### src/design/cba_pkg.sv
// ----------------------------------------------------------------------------
// cba_pkg: shared types and constants of the contiguous block allocator
// Request/response codes, the bitmap word size and controller/datapath links.
// ----------------------------------------------------------------------------
package cba_pkg;

    localparam int          MAX_BLOCKS_DEF  = 256;
    localparam int          WORD_BITS       = 8;
    localparam logic [8:0]  DISK_BLOCKS_RST = 9'd256;

    typedef enum logic {
        OP_MARK  = 1'b0,
        OP_ALLOC = 1'b1
    } t_op;

    typedef enum logic [1:0] {
        ST_ALLOCATED = 2'd0,
        ST_NO_SPACE  = 2'd1,
        ST_MARKED    = 2'd2
    } t_status;

    typedef struct packed {
        logic    clr;
        logic    take;
        logic    chk;
        logic    scan_first;
        logic    scan;
        logic    mark_first;
        logic    mark;
        logic    load;
        t_status res;
    } t_cmd;

    typedef struct packed {
        logic clr_done;
        logic req_alloc;
        logic req_bad;
        logic found;
        logic scan_last;
        logic mark_last;
        logic out_free;
    } t_sts;

endpackage

### src/design/cba_req_if.sv
// ----------------------------------------------------------------------------
// cba_req_if: request channel
// Carries one mark or allocate request per transaction.
// ----------------------------------------------------------------------------
interface cba_req_if import cba_pkg::*; ();

    logic       valid;
    logic       ready;
    t_op        op;
    logic [7:0] start_block;
    logic [8:0] block_count;

    modport source (output valid, output op, output start_block, output block_count,
                    input ready);
    modport sink   (input valid, input op, input start_block, input block_count,
                    output ready);

endinterface

### src/design/cba_rsp_if.sv
// ----------------------------------------------------------------------------
// cba_rsp_if: response channel
// Carries one status and block range per transaction.
// ----------------------------------------------------------------------------
interface cba_rsp_if import cba_pkg::*; ();

    logic       valid;
    logic       ready;
    t_status    status;
    logic [7:0] first_block;
    logic [7:0] last_block;

    modport source (output valid, output status, output first_block, output last_block,
                    input ready);
    modport sink   (input valid, input status, input first_block, input last_block,
                    output ready);

endinterface

### src/design/cba_ctrl.sv
// ----------------------------------------------------------------------------
// cba_ctrl: allocator controller
// Sequences bitmap clear, request check, first-fit scan and run marking.
// ----------------------------------------------------------------------------
module cba_ctrl import cba_pkg::*; (
    input  logic i_clk,
    input  logic i_rst_n,
    input  logic i_req_valid,
    output logic o_req_ready,
    input  t_sts i_sts,
    output t_cmd o_cmd
);

    typedef enum logic [2:0] {
        S_CLEAR,
        S_IDLE,
        S_CHECK,
        S_SCAN_FIRST,
        S_SCAN,
        S_MARK_FIRST,
        S_MARK,
        S_FINISH
    } t_state;

    t_state  r_state, n_state;
    t_status r_res, n_res;

    always_comb begin
        n_state   = r_state;
        n_res     = r_res;
        o_cmd     = '0;
        o_cmd.res = r_res;
        unique case (r_state)
            S_CLEAR: begin
                o_cmd.clr = 1'b1;
                if (i_sts.clr_done) begin
                    n_state = S_IDLE;
                end
            end
            S_IDLE: begin
                if (i_req_valid) begin
                    o_cmd.take = 1'b1;
                    n_state    = S_CHECK;
                end
            end
            S_CHECK: begin
                o_cmd.chk = 1'b1;
                if (i_sts.req_bad) begin
                    n_res   = ST_NO_SPACE;
                    n_state = S_FINISH;
                end else if (i_sts.req_alloc) begin
                    n_state = S_SCAN_FIRST;
                end else begin
                    n_state = S_MARK_FIRST;
                end
            end
            S_SCAN_FIRST: begin
                o_cmd.scan_first = 1'b1;
                n_state          = S_SCAN;
            end
            S_SCAN: begin
                o_cmd.scan = 1'b1;
                if (i_sts.found) begin
                    n_state = S_MARK_FIRST;
                end else if (i_sts.scan_last) begin
                    n_res   = ST_NO_SPACE;
                    n_state = S_FINISH;
                end
            end
            S_MARK_FIRST: begin
                o_cmd.mark_first = 1'b1;
                n_state          = S_MARK;
            end
            S_MARK: begin
                o_cmd.mark = 1'b1;
                if (i_sts.mark_last) begin
                    n_res   = i_sts.req_alloc ? ST_ALLOCATED : ST_MARKED;
                    n_state = S_FINISH;
                end
            end
            S_FINISH: begin
                if (i_sts.out_free) begin
                    o_cmd.load = 1'b1;
                    n_state    = S_IDLE;
                end
            end
        endcase
    end

    always_ff @(posedge i_clk) begin
        if (!i_rst_n) begin
            r_state <= S_CLEAR;
            r_res   <= ST_NO_SPACE;
        end else begin
            r_state <= n_state;
            r_res   <= n_res;
        end
    end

    assign o_req_ready = (r_state == S_IDLE);

endmodule

### src/design/cba_dpath.sv
// ----------------------------------------------------------------------------
// cba_dpath: allocator datapath
// Used-block bitmap memory, request registers, word-wide run scan and marking,
// response register.
// ----------------------------------------------------------------------------
module cba_dpath import cba_pkg::*; #(
    parameter int MAX_BLOCKS = MAX_BLOCKS_DEF
) (
    input  logic       i_clk,
    input  logic       i_rst_n,
    input  logic       i_cfg_we,
    input  logic [8:0] i_cfg_wdata,
    input  t_op        i_req_op,
    input  logic [7:0] i_req_start,
    input  logic [8:0] i_req_count,
    input  t_cmd       i_cmd,
    output t_sts       o_sts,
    output logic       o_rsp_valid,
    input  logic       i_rsp_ready,
    output t_status    o_rsp_status,
    output logic [7:0] o_rsp_first,
    output logic [7:0] o_rsp_last
);

    localparam int NW = MAX_BLOCKS / WORD_BITS;
    localparam int AW = (NW > 1) ? $clog2(NW) : 1;
    localparam int WL = $clog2(WORD_BITS);
    localparam int SW = $clog2(MAX_BLOCKS + 1);
    localparam int XW = (SW > 9) ? SW : 9;

    typedef logic [XW-1:0] t_blk;

    logic [WORD_BITS-1:0] r_mem [NW];
    logic [WORD_BITS-1:0] r_rdata;
    logic [8:0]           r_disk_blocks;
    logic [AW-1:0]        r_clr_addr;
    logic [AW-1:0]        r_cur_w;
    t_op                  r_op;
    t_blk                 r_start;
    t_blk                 r_count;
    t_blk                 r_len;
    t_blk                 r_rs;
    t_blk                 r_run_first;
    t_blk                 r_run_last;
    logic                 r_rsp_valid;
    t_status              r_rsp_status;
    logic [7:0]           r_rsp_first;
    logic [7:0]           r_rsp_last;

    t_blk                 size;
    t_blk                 disk_x;
    t_blk                 len;
    t_blk                 rs;
    logic                 fnd;
    logic [WORD_BITS-1:0] mask;
    logic                 rd_en;
    logic [AW-1:0]        rd_addr;
    logic                 wr_en;
    logic [AW-1:0]        wr_addr;
    logic [WORD_BITS-1:0] wr_data;
    logic [AW-1:0]        scan_last_w;

    assign disk_x = t_blk'(r_disk_blocks);
    assign size   = (disk_x > t_blk'(MAX_BLOCKS)) ? t_blk'(MAX_BLOCKS) : disk_x;

    // first-fit step over one bitmap word
    always_comb begin
        t_blk b;
        b   = '0;
        len = r_len;
        rs  = r_rs;
        fnd = 1'b0;
        for (int i = 0; i < WORD_BITS; i++) begin
            b = (t_blk'(r_cur_w) << WL) | t_blk'(i);
            if (!fnd && (b >= r_start) && (b < size)) begin
                if (r_rdata[i]) begin
                    len = '0;
                    rs  = b + t_blk'(1);
                end else begin
                    len = len + t_blk'(1);
                    if (len == r_count) begin
                        fnd = 1'b1;
                    end
                end
            end
        end
    end

    always_comb begin
        t_blk b;
        b = '0;
        for (int j = 0; j < WORD_BITS; j++) begin
            b       = (t_blk'(r_cur_w) << WL) | t_blk'(j);
            mask[j] = (b >= r_run_first) && (b <= r_run_last);
        end
    end

    assign rd_en   = i_cmd.scan_first | i_cmd.scan | i_cmd.mark_first | i_cmd.mark;
    assign rd_addr = i_cmd.scan_first ? r_start[WL +: AW] :
                     i_cmd.mark_first ? r_run_first[WL +: AW] :
                                        r_cur_w + AW'(1);
    assign wr_en   = i_cmd.clr | i_cmd.mark;
    assign wr_addr = i_cmd.clr ? r_clr_addr : r_cur_w;
    assign wr_data = i_cmd.clr ? '0 : (r_rdata | mask);

    always_ff @(posedge i_clk) begin
        if (wr_en) begin
            r_mem[wr_addr] <= wr_data;
        end
        if (rd_en) begin
            r_rdata <= r_mem[rd_addr];
            r_cur_w <= rd_addr;
        end
    end

    always_ff @(posedge i_clk) begin
        if (!i_rst_n) begin
            r_disk_blocks <= DISK_BLOCKS_RST;
            r_clr_addr    <= '0;
            r_rsp_valid   <= 1'b0;
        end else begin
            if (i_cfg_we) begin
                r_disk_blocks <= i_cfg_wdata;
            end
            if (i_cmd.clr) begin
                r_clr_addr <= r_clr_addr + AW'(1);
            end
            if (i_cmd.load) begin
                r_rsp_valid <= 1'b1;
            end else if (i_rsp_ready) begin
                r_rsp_valid <= 1'b0;
            end
        end
    end

    always_ff @(posedge i_clk) begin
        if (i_cmd.take) begin
            r_op    <= i_req_op;
            r_start <= t_blk'(i_req_start);
            r_count <= t_blk'(i_req_count);
        end
        if (i_cmd.chk) begin
            r_len       <= '0;
            r_rs        <= r_start;
            r_run_first <= r_start;
            r_run_last  <= r_start;
        end
        if (i_cmd.scan) begin
            r_len <= len;
            r_rs  <= rs;
            if (fnd) begin
                r_run_first <= rs;
                r_run_last  <= rs + r_count - t_blk'(1);
            end
        end
        if (i_cmd.load) begin
            r_rsp_status <= i_cmd.res;
            case (i_cmd.res)
                ST_NO_SPACE: begin
                    r_rsp_first <= '0;
                    r_rsp_last  <= '0;
                end
                default: begin
                    r_rsp_first <= r_run_first[7:0];
                    r_rsp_last  <= r_run_last[7:0];
                end
            endcase
        end
    end

    assign scan_last_w = AW'(t_blk'(size - t_blk'(1)) >> WL);

    always_comb begin
        o_sts.clr_done  = (r_clr_addr == AW'(NW - 1));
        o_sts.req_alloc = (r_op == OP_ALLOC);
        if (r_op == OP_ALLOC) begin
            o_sts.req_bad = (r_count == '0) || (r_start >= size) || (r_count > size - r_start);
        end else begin
            o_sts.req_bad = (r_start >= size);
        end
        o_sts.found     = fnd;
        o_sts.scan_last = (r_cur_w == scan_last_w);
        o_sts.mark_last = (r_cur_w == r_run_last[WL +: AW]);
        o_sts.out_free  = !r_rsp_valid || i_rsp_ready;
    end

    assign o_rsp_valid  = r_rsp_valid;
    assign o_rsp_status = r_rsp_status;
    assign o_rsp_first  = r_rsp_first;
    assign o_rsp_last   = r_rsp_last;

endmodule

### src/design/contiguous_block_allocator_core.sv
// ----------------------------------------------------------------------------
// contiguous_block_allocator_core: first-fit contiguous block allocator
// Request to response: a mark passes check, marking and finish; an allocate passes check,
// a first-fit scan of bitmap words (8 blocks each), marking and finish; a failed scan or a
// rejected request goes to finish. One request at a time; a held response stalls the next.
// Reset: bitmap clear pass over all MAX_BLOCKS/8 words, request ready low meanwhile;
// disk_blocks resets to 256.
// ----------------------------------------------------------------------------
module contiguous_block_allocator_core import cba_pkg::*; #(
    parameter int MAX_BLOCKS = MAX_BLOCKS_DEF
) (
    input  logic       i_clk,
    input  logic       i_rst_n,
    input  logic       i_cfg_we,
    input  logic [8:0] i_cfg_wdata,
    cba_req_if.sink    i_req,
    cba_rsp_if.source  o_rsp
);

    t_cmd cmd;
    t_sts sts;

    cba_ctrl u_ctrl (
        .i_clk       (i_clk),
        .i_rst_n     (i_rst_n),
        .i_req_valid (i_req.valid),
        .o_req_ready (i_req.ready),
        .i_sts       (sts),
        .o_cmd       (cmd)
    );

    cba_dpath #(
        .MAX_BLOCKS (MAX_BLOCKS)
    ) u_dpath (
        .i_clk        (i_clk),
        .i_rst_n      (i_rst_n),
        .i_cfg_we     (i_cfg_we),
        .i_cfg_wdata  (i_cfg_wdata),
        .i_req_op     (i_req.op),
        .i_req_start  (i_req.start_block),
        .i_req_count  (i_req.block_count),
        .i_cmd        (cmd),
        .o_sts        (sts),
        .o_rsp_valid  (o_rsp.valid),
        .i_rsp_ready  (o_rsp.ready),
        .o_rsp_status (o_rsp.status),
        .o_rsp_first  (o_rsp.first_block),
        .o_rsp_last   (o_rsp.last_block)
    );

endmodule

### src/flat_wrapper.sv
// flat-port wrapper written by rule: the top's interface ports become plain ports
module contiguous_block_allocator_core_flat import cba_pkg::*;
#(
    parameter int MAX_BLOCKS = MAX_BLOCKS_DEF
)
  (i_clk, i_rst_n, i_cfg_we, i_cfg_wdata, i_req_valid, i_req_op, i_req_start_block, i_req_block_count, i_req_ready, o_rsp_valid, o_rsp_status, o_rsp_first_block, o_rsp_last_block, o_rsp_ready);
  cba_req_if i_req_i ();
  cba_rsp_if o_rsp_i ();
  input  logic i_clk;
  input  logic i_rst_n;
  input  logic i_cfg_we;
  input  logic [8:0] i_cfg_wdata;
  input wire logic [$bits(i_req_i.valid)-1:0] i_req_valid;
  input wire logic [$bits(i_req_i.op)-1:0] i_req_op;
  input wire logic [$bits(i_req_i.start_block)-1:0] i_req_start_block;
  input wire logic [$bits(i_req_i.block_count)-1:0] i_req_block_count;
  output wire logic [$bits(i_req_i.ready)-1:0] i_req_ready;
  output wire logic [$bits(o_rsp_i.valid)-1:0] o_rsp_valid;
  output wire logic [$bits(o_rsp_i.status)-1:0] o_rsp_status;
  output wire logic [$bits(o_rsp_i.first_block)-1:0] o_rsp_first_block;
  output wire logic [$bits(o_rsp_i.last_block)-1:0] o_rsp_last_block;
  input wire logic [$bits(o_rsp_i.ready)-1:0] o_rsp_ready;
  assign i_req_i.valid = i_req_valid;
  assign i_req_i.op = i_req_op;
  assign i_req_i.start_block = i_req_start_block;
  assign i_req_i.block_count = i_req_block_count;
  assign i_req_ready = i_req_i.ready;
  assign o_rsp_valid = o_rsp_i.valid;
  assign o_rsp_status = o_rsp_i.status;
  assign o_rsp_first_block = o_rsp_i.first_block;
  assign o_rsp_last_block = o_rsp_i.last_block;
  assign o_rsp_i.ready = o_rsp_ready;
  contiguous_block_allocator_core #(.MAX_BLOCKS(MAX_BLOCKS)) u_core (.i_clk(i_clk), .i_rst_n(i_rst_n), .i_cfg_we(i_cfg_we), .i_cfg_wdata(i_cfg_wdata), .i_req(i_req_i), .o_rsp(o_rsp_i));
endmodule
### config.mk
export PLATFORM = sky130hd
export DESIGN_NAME = contiguous_block_allocator_core_flat
export DESIGN_NICKNAME = d
export VERILOG_FILES = /design/src/design/cba_pkg.sv /design/src/design/cba_req_if.sv /design/src/design/cba_rsp_if.sv /design/src/design/cba_ctrl.sv /design/src/design/cba_dpath.sv /design/src/design/contiguous_block_allocator_core.sv /design/src/flat_wrapper.sv
export SDC_FILE = /design/constraint.sdc
export NUM_CORES = 1
export LEC_CHECK = 0
export ABC_CLOCK_PERIOD_IN_PS = 14000
export CORE_AREA = 2 2 207 209
export DETAILED_ROUTE_END_ITERATION = 12
export DIE_AREA = 0 0 209 211
export DONT_BUFFER_PORTS = 1
export PLACE_DENSITY = 0.77
export SKIP_CTS_REPAIR_TIMING = 1
export SYNTH_ARGS = -nofsm -noshare
export SYNTH_HDL_FRONTEND = slang
export SYNTH_SLANG_ARGS = --single-unit
### constraint.sdc
create_clock -name i_clk -period 14 [get_ports i_clk]
set_input_delay 0.7 -clock i_clk [delete_from_list [all_inputs] [get_ports i_clk]]
set_output_delay 0.7 -clock i_clk [all_outputs]
set_load 0.01 [all_outputs]
==> flow_metrics.tcl <==
set metrics [dict create \
    gp_congestion 0.997 \
    setup_viol 0 \
    ff2ff_setup_slack_ps 940 \
    max-slew-margin-rel_pct 1.04 \
    initial_core_util_pct 55.4 \
    peakVddDrop_mv 0.210 \
    finalClockSkew_ps 26.3 \
    io_pins 52 \
    grt_max_degree 66 \
    grt_pass1_wl_um 109000 \
    grt_util_all_layers_pct 32.8 \
    power_leakage_nw 8.87 \
    hold_viol_final 0 \
    syn_to_final_growth_pct 8.14 \
    die_w_um 209 \
    grt_setup_unrepaired "false" \
    clock-sinks 361 \
    cts_tree "built" \
    grt_pass1_vias 17998 \
    cts.reportedPaths.clkPinSlew_ps 70 \
    rows 75 \
    root_buffer "clkbuf_16" \
    die_area_mm2 0.0441 \
    synth_ff_type "edfxtp_1" \
    worst-path-max-fanout 15 \
    cp.depth 45 \
    crit_path_end_kind "register" \
    status "finished with violations" \
    p_sw_mw 2.63 \
    fin_crit_ps 13060 \
    powerDensity_mw_per_mm2 236 \
    wirelength_um 71700 \
    synth_area_leader_cell "edfxtp_1" \
    grt_antenna_before_repair 1 \
    clock_latency_ps 560 \
    reg2reg_depth 45 \
    cts_made_buffers 37 \
    dr_total_vias 18500 \
    synth-edff-count 323 \
    r2r_end "u_core.u_dpath.r_run_last[8]$_DFF_P_" \
    switching_share_pct 44.6 \
    hold_end "u_core.u_dpath.r_op$_DFFE_PP_" \
    power.share.clock_pct 16.6 \
    syn_area_mm2 0.0231 \
    final.period_utilization_pct 93.3 \
    crit_path_max_incr_delay_ps 730 \
    cts_buffer_depth 3 \
    netlist_instances 2128 \
    ys_ff_latch 361 \
    yosysSeqAreaShare_pct 45.2 \
    tightest_slew_ps 1480 \
    yosys_warnings 0 \
    maxSlewViolCount 0 \
    gr-total-overflow 0 \
    cpMaxStageDelayCell "edfxtp_1" \
    ant_nets 0 \
    p_comb_share_pct 55.6 \
    coreArea_mm2 0.0418 \
    fillers 3200 \
    max-cap-violations 1 \
    first_iter_violations 2236 \
    cp.required_ps 14450 \
    dp_hpwl_um 49500 \
    hold_start "i_req_op" \
    worstHoldPathCells 0 \
    n_antenna_cell 0 \
    synth_cell_types 122 \
    hold_class "in2reg" \
    portBuffers 0 \
    ys_async_sr_fraction_pct 0 \
    synthesis.nets 2229 \
    drive_gt1_share_pct 13.8 \
    drc 0 \
    synthTopCellsByCount "edfxtp_1 (323), nand2_1 (176), nor2_1 (154), a21oi_1 (104), inv_1 (87)" \
    path_class "reg2reg" \
    fmax_mhz 76.6 \
    cts_max_level 2 \
    fin_nets 2208 \
    vias_per_cell 6.93 \
    die_h_um 211 \
    drt_first_pass_iters 8 \
    violations "max-capacitance violations" \
    syn_area_per_cell_um2 10.9 \
    start_kind "register" \
    wl_per_cell_um 26.9 \
    crit_family "simple AND/OR/NAND/NOR gates" \
    synth.most_common_cell "edfxtp_1" \
    cp.arrival_ps 13500 \
    tns_ps 0 \
    yosys-top-cells-area "edfxtp_1 (42%), mux4_2 (7.8%), ha_1 (3.6%)" \
    fin_total_pwr_mw 5.90 \
    p_int_mw 3.27 \
    r2r-start "u_core.u_dpath.r_len[0]$_SDFFCE_PN0P_" \
    seqPwrFrac_pct 27.8 \
    synth_top_area_share_pct 41.9 \
    critical_path_buf_inv_count 5 \
]
flip-flops by register name (all words and copies together) (netlist names):
name                         count
u_core.u_dpath.r_rs              9
u_core.u_ctrl.r_state            3
u_core.u_dpath.r_mem           256
u_core.u_dpath.r_op              1
u_core.u_dpath.r_run_first       9
u_core.u_dpath.r_cur_w           5
u_core.u_dpath.o_rsp_last        8
u_core.u_ctrl.r_res              2
u_core.u_dpath.r_run_last        9
u_core.u_dpath.o_rsp_first       8
u_core.u_dpath.r_clr_addr        5
u_core.u_dpath.o_rsp_valid       1
u_core.u_dpath.disk_x            9
u_core.u_dpath.r_count           9
u_core.u_dpath.r_start           8
u_core.u_dpath.r_rdata           8
u_core.u_dpath.r_len             9
u_core.u_dpath.o_rsp_status      2
metal layers:
| metal | global-route usage (%) | vias up | part of all wire (%) |
|---|---|---|---|
| met2 | 53.0 | 1129 | 47 |
| met3 | 5.58 | 257 | 8.9 |
| met1 | 42.9 | 8948 | 39 |
| met5 | 0 | - | 0 |
| met4 | 17.0 | 0 | 5.8 |
| li1 | - | 8166 | - |
metrics by stage:
step           setup WS, ps  util (%)  hold slack [ps]  cell area, µm²  cells
2_1_floorplan          1860         -              430           23100   2128
3_3_place_gp           1380      57.0              456           23800   2607
3_5_place_dp           1120      57.0              460           23800   2607
4_1_cts                1040      59.8              213           25000   2670
5_1_grt                24.6      59.9              216           25000   2670
6_report                945      59.9              236           25000   2670
cell usage in the layout (no fill, tap or decap), types with 10 or more instances in the layout:
| cell type | instances |
|---|---|
| buf_4 | 66 |
| o21a_1 | 12 |
| ha_1 | 67 |
| nand3_1 | 66 |
| nor3_1 | 51 |
| nand2b_1 | 23 |
| o211ai_1 | 23 |
| mux4_2 | 80 |
| or3_1 | 28 |
| nand3b_1 | 12 |
| o31ai_1 | 19 |
| a21o_1 | 14 |
| nand2_1 | 176 |
| nor4_1 | 32 |
| a31oi_1 | 22 |
| inv_1 | 87 |
| xor2_1 | 20 |
| o22ai_1 | 19 |
| dfxtp_1 | 37 |
| clkbuf_16 | 39 |
| nor3b_1 | 11 |
| mux2i_1 | 58 |
| nand4_1 | 32 |
| and2_1 | 32 |
| a21oi_1 | 99 |
| nor2_1 | 150 |
| a211oi_1 | 20 |
| o211a_1 | 12 |
| clkinv_1 | 10 |
| edfxtp_1 | 323 |
| and3_1 | 33 |
| nor2b_1 | 27 |
| or2_2 | 19 |
| o21ai_0 | 79 |
| xnor2_1 | 69 |
area by class of cell:
cell class                      count  area (µm²)  share of cell area, %
Sequential cell                   361       10500                   41.8
Inverter                           91         342                   1.37
Clock inverter                     19         181                  0.725
Clock buffer                       44        1000                   4.02
Tap cell                          539         674                   2.70
Multi-Input combinational cell   1550       11900                   47.4
Timing Repair Buffer               66         495                   1.98
worst max-delay path by stage:
stage                                          start  slack, ps                                     to
6_report       u_core.u_dpath.r_len[0]$_SDFFCE_PN0P_        940   u_core.u_dpath.r_run_last[8]$_DFF_P_
5_1_grt        u_core.u_dpath.disk_x[8]$_SDFFE_PN1P_         20   u_core.u_dpath.r_run_last[8]$_DFF_P_
4_1_cts        u_core.u_dpath.disk_x[8]$_SDFFE_PN1P_       1040   u_core.u_dpath.r_run_last[8]$_DFF_P_
3_5_place_dp   u_core.u_dpath.disk_x[8]$_SDFFE_PN1P_       1120   u_core.u_dpath.r_run_last[8]$_DFF_P_
3_3_place_gp   u_core.u_dpath.disk_x[8]$_SDFFE_PN1P_       1380  u_core.u_dpath.r_run_first[5]$_DFF_P_
2_1_floorplan  u_core.u_dpath.disk_x[6]$_SDFFE_PN0P_       1860   u_core.u_dpath.r_run_last[8]$_DFF_P_
power by group through the flow:
| stage | combinational, mW | sequential (mW) | clock (mW) |
|---|---|---|---|
| floorplan | 2.35 | 1.56 | 0 |
| global placement | 3.09 | 1.64 | 0 |
| detailed placement | 3.16 | 1.65 | 0 |
| CTS | 3.21 | 1.63 | 0.988 |
| global route | 3.53 | 1.65 | 1.02 |
| finish | 3.28 | 1.64 | 0.982 |
cell families (layout without fill, tap and decap cells):
family | Yosys count | in the layout | share of synthesized area [%]
compound gates | 481 | 481 | 14.9
xor+xnor | 98 | 98 | 4.22
fa+ha+maj | 69 | 69 | 3.80
buf+inv | 217 | 220 | 3.91
flops | 361 | 361 | 45.2
mux | 148 | 148 | 10.8
simple gates | 754 | 754 | 17.1
Note: power is estimated with default switching activity, not from simulation.
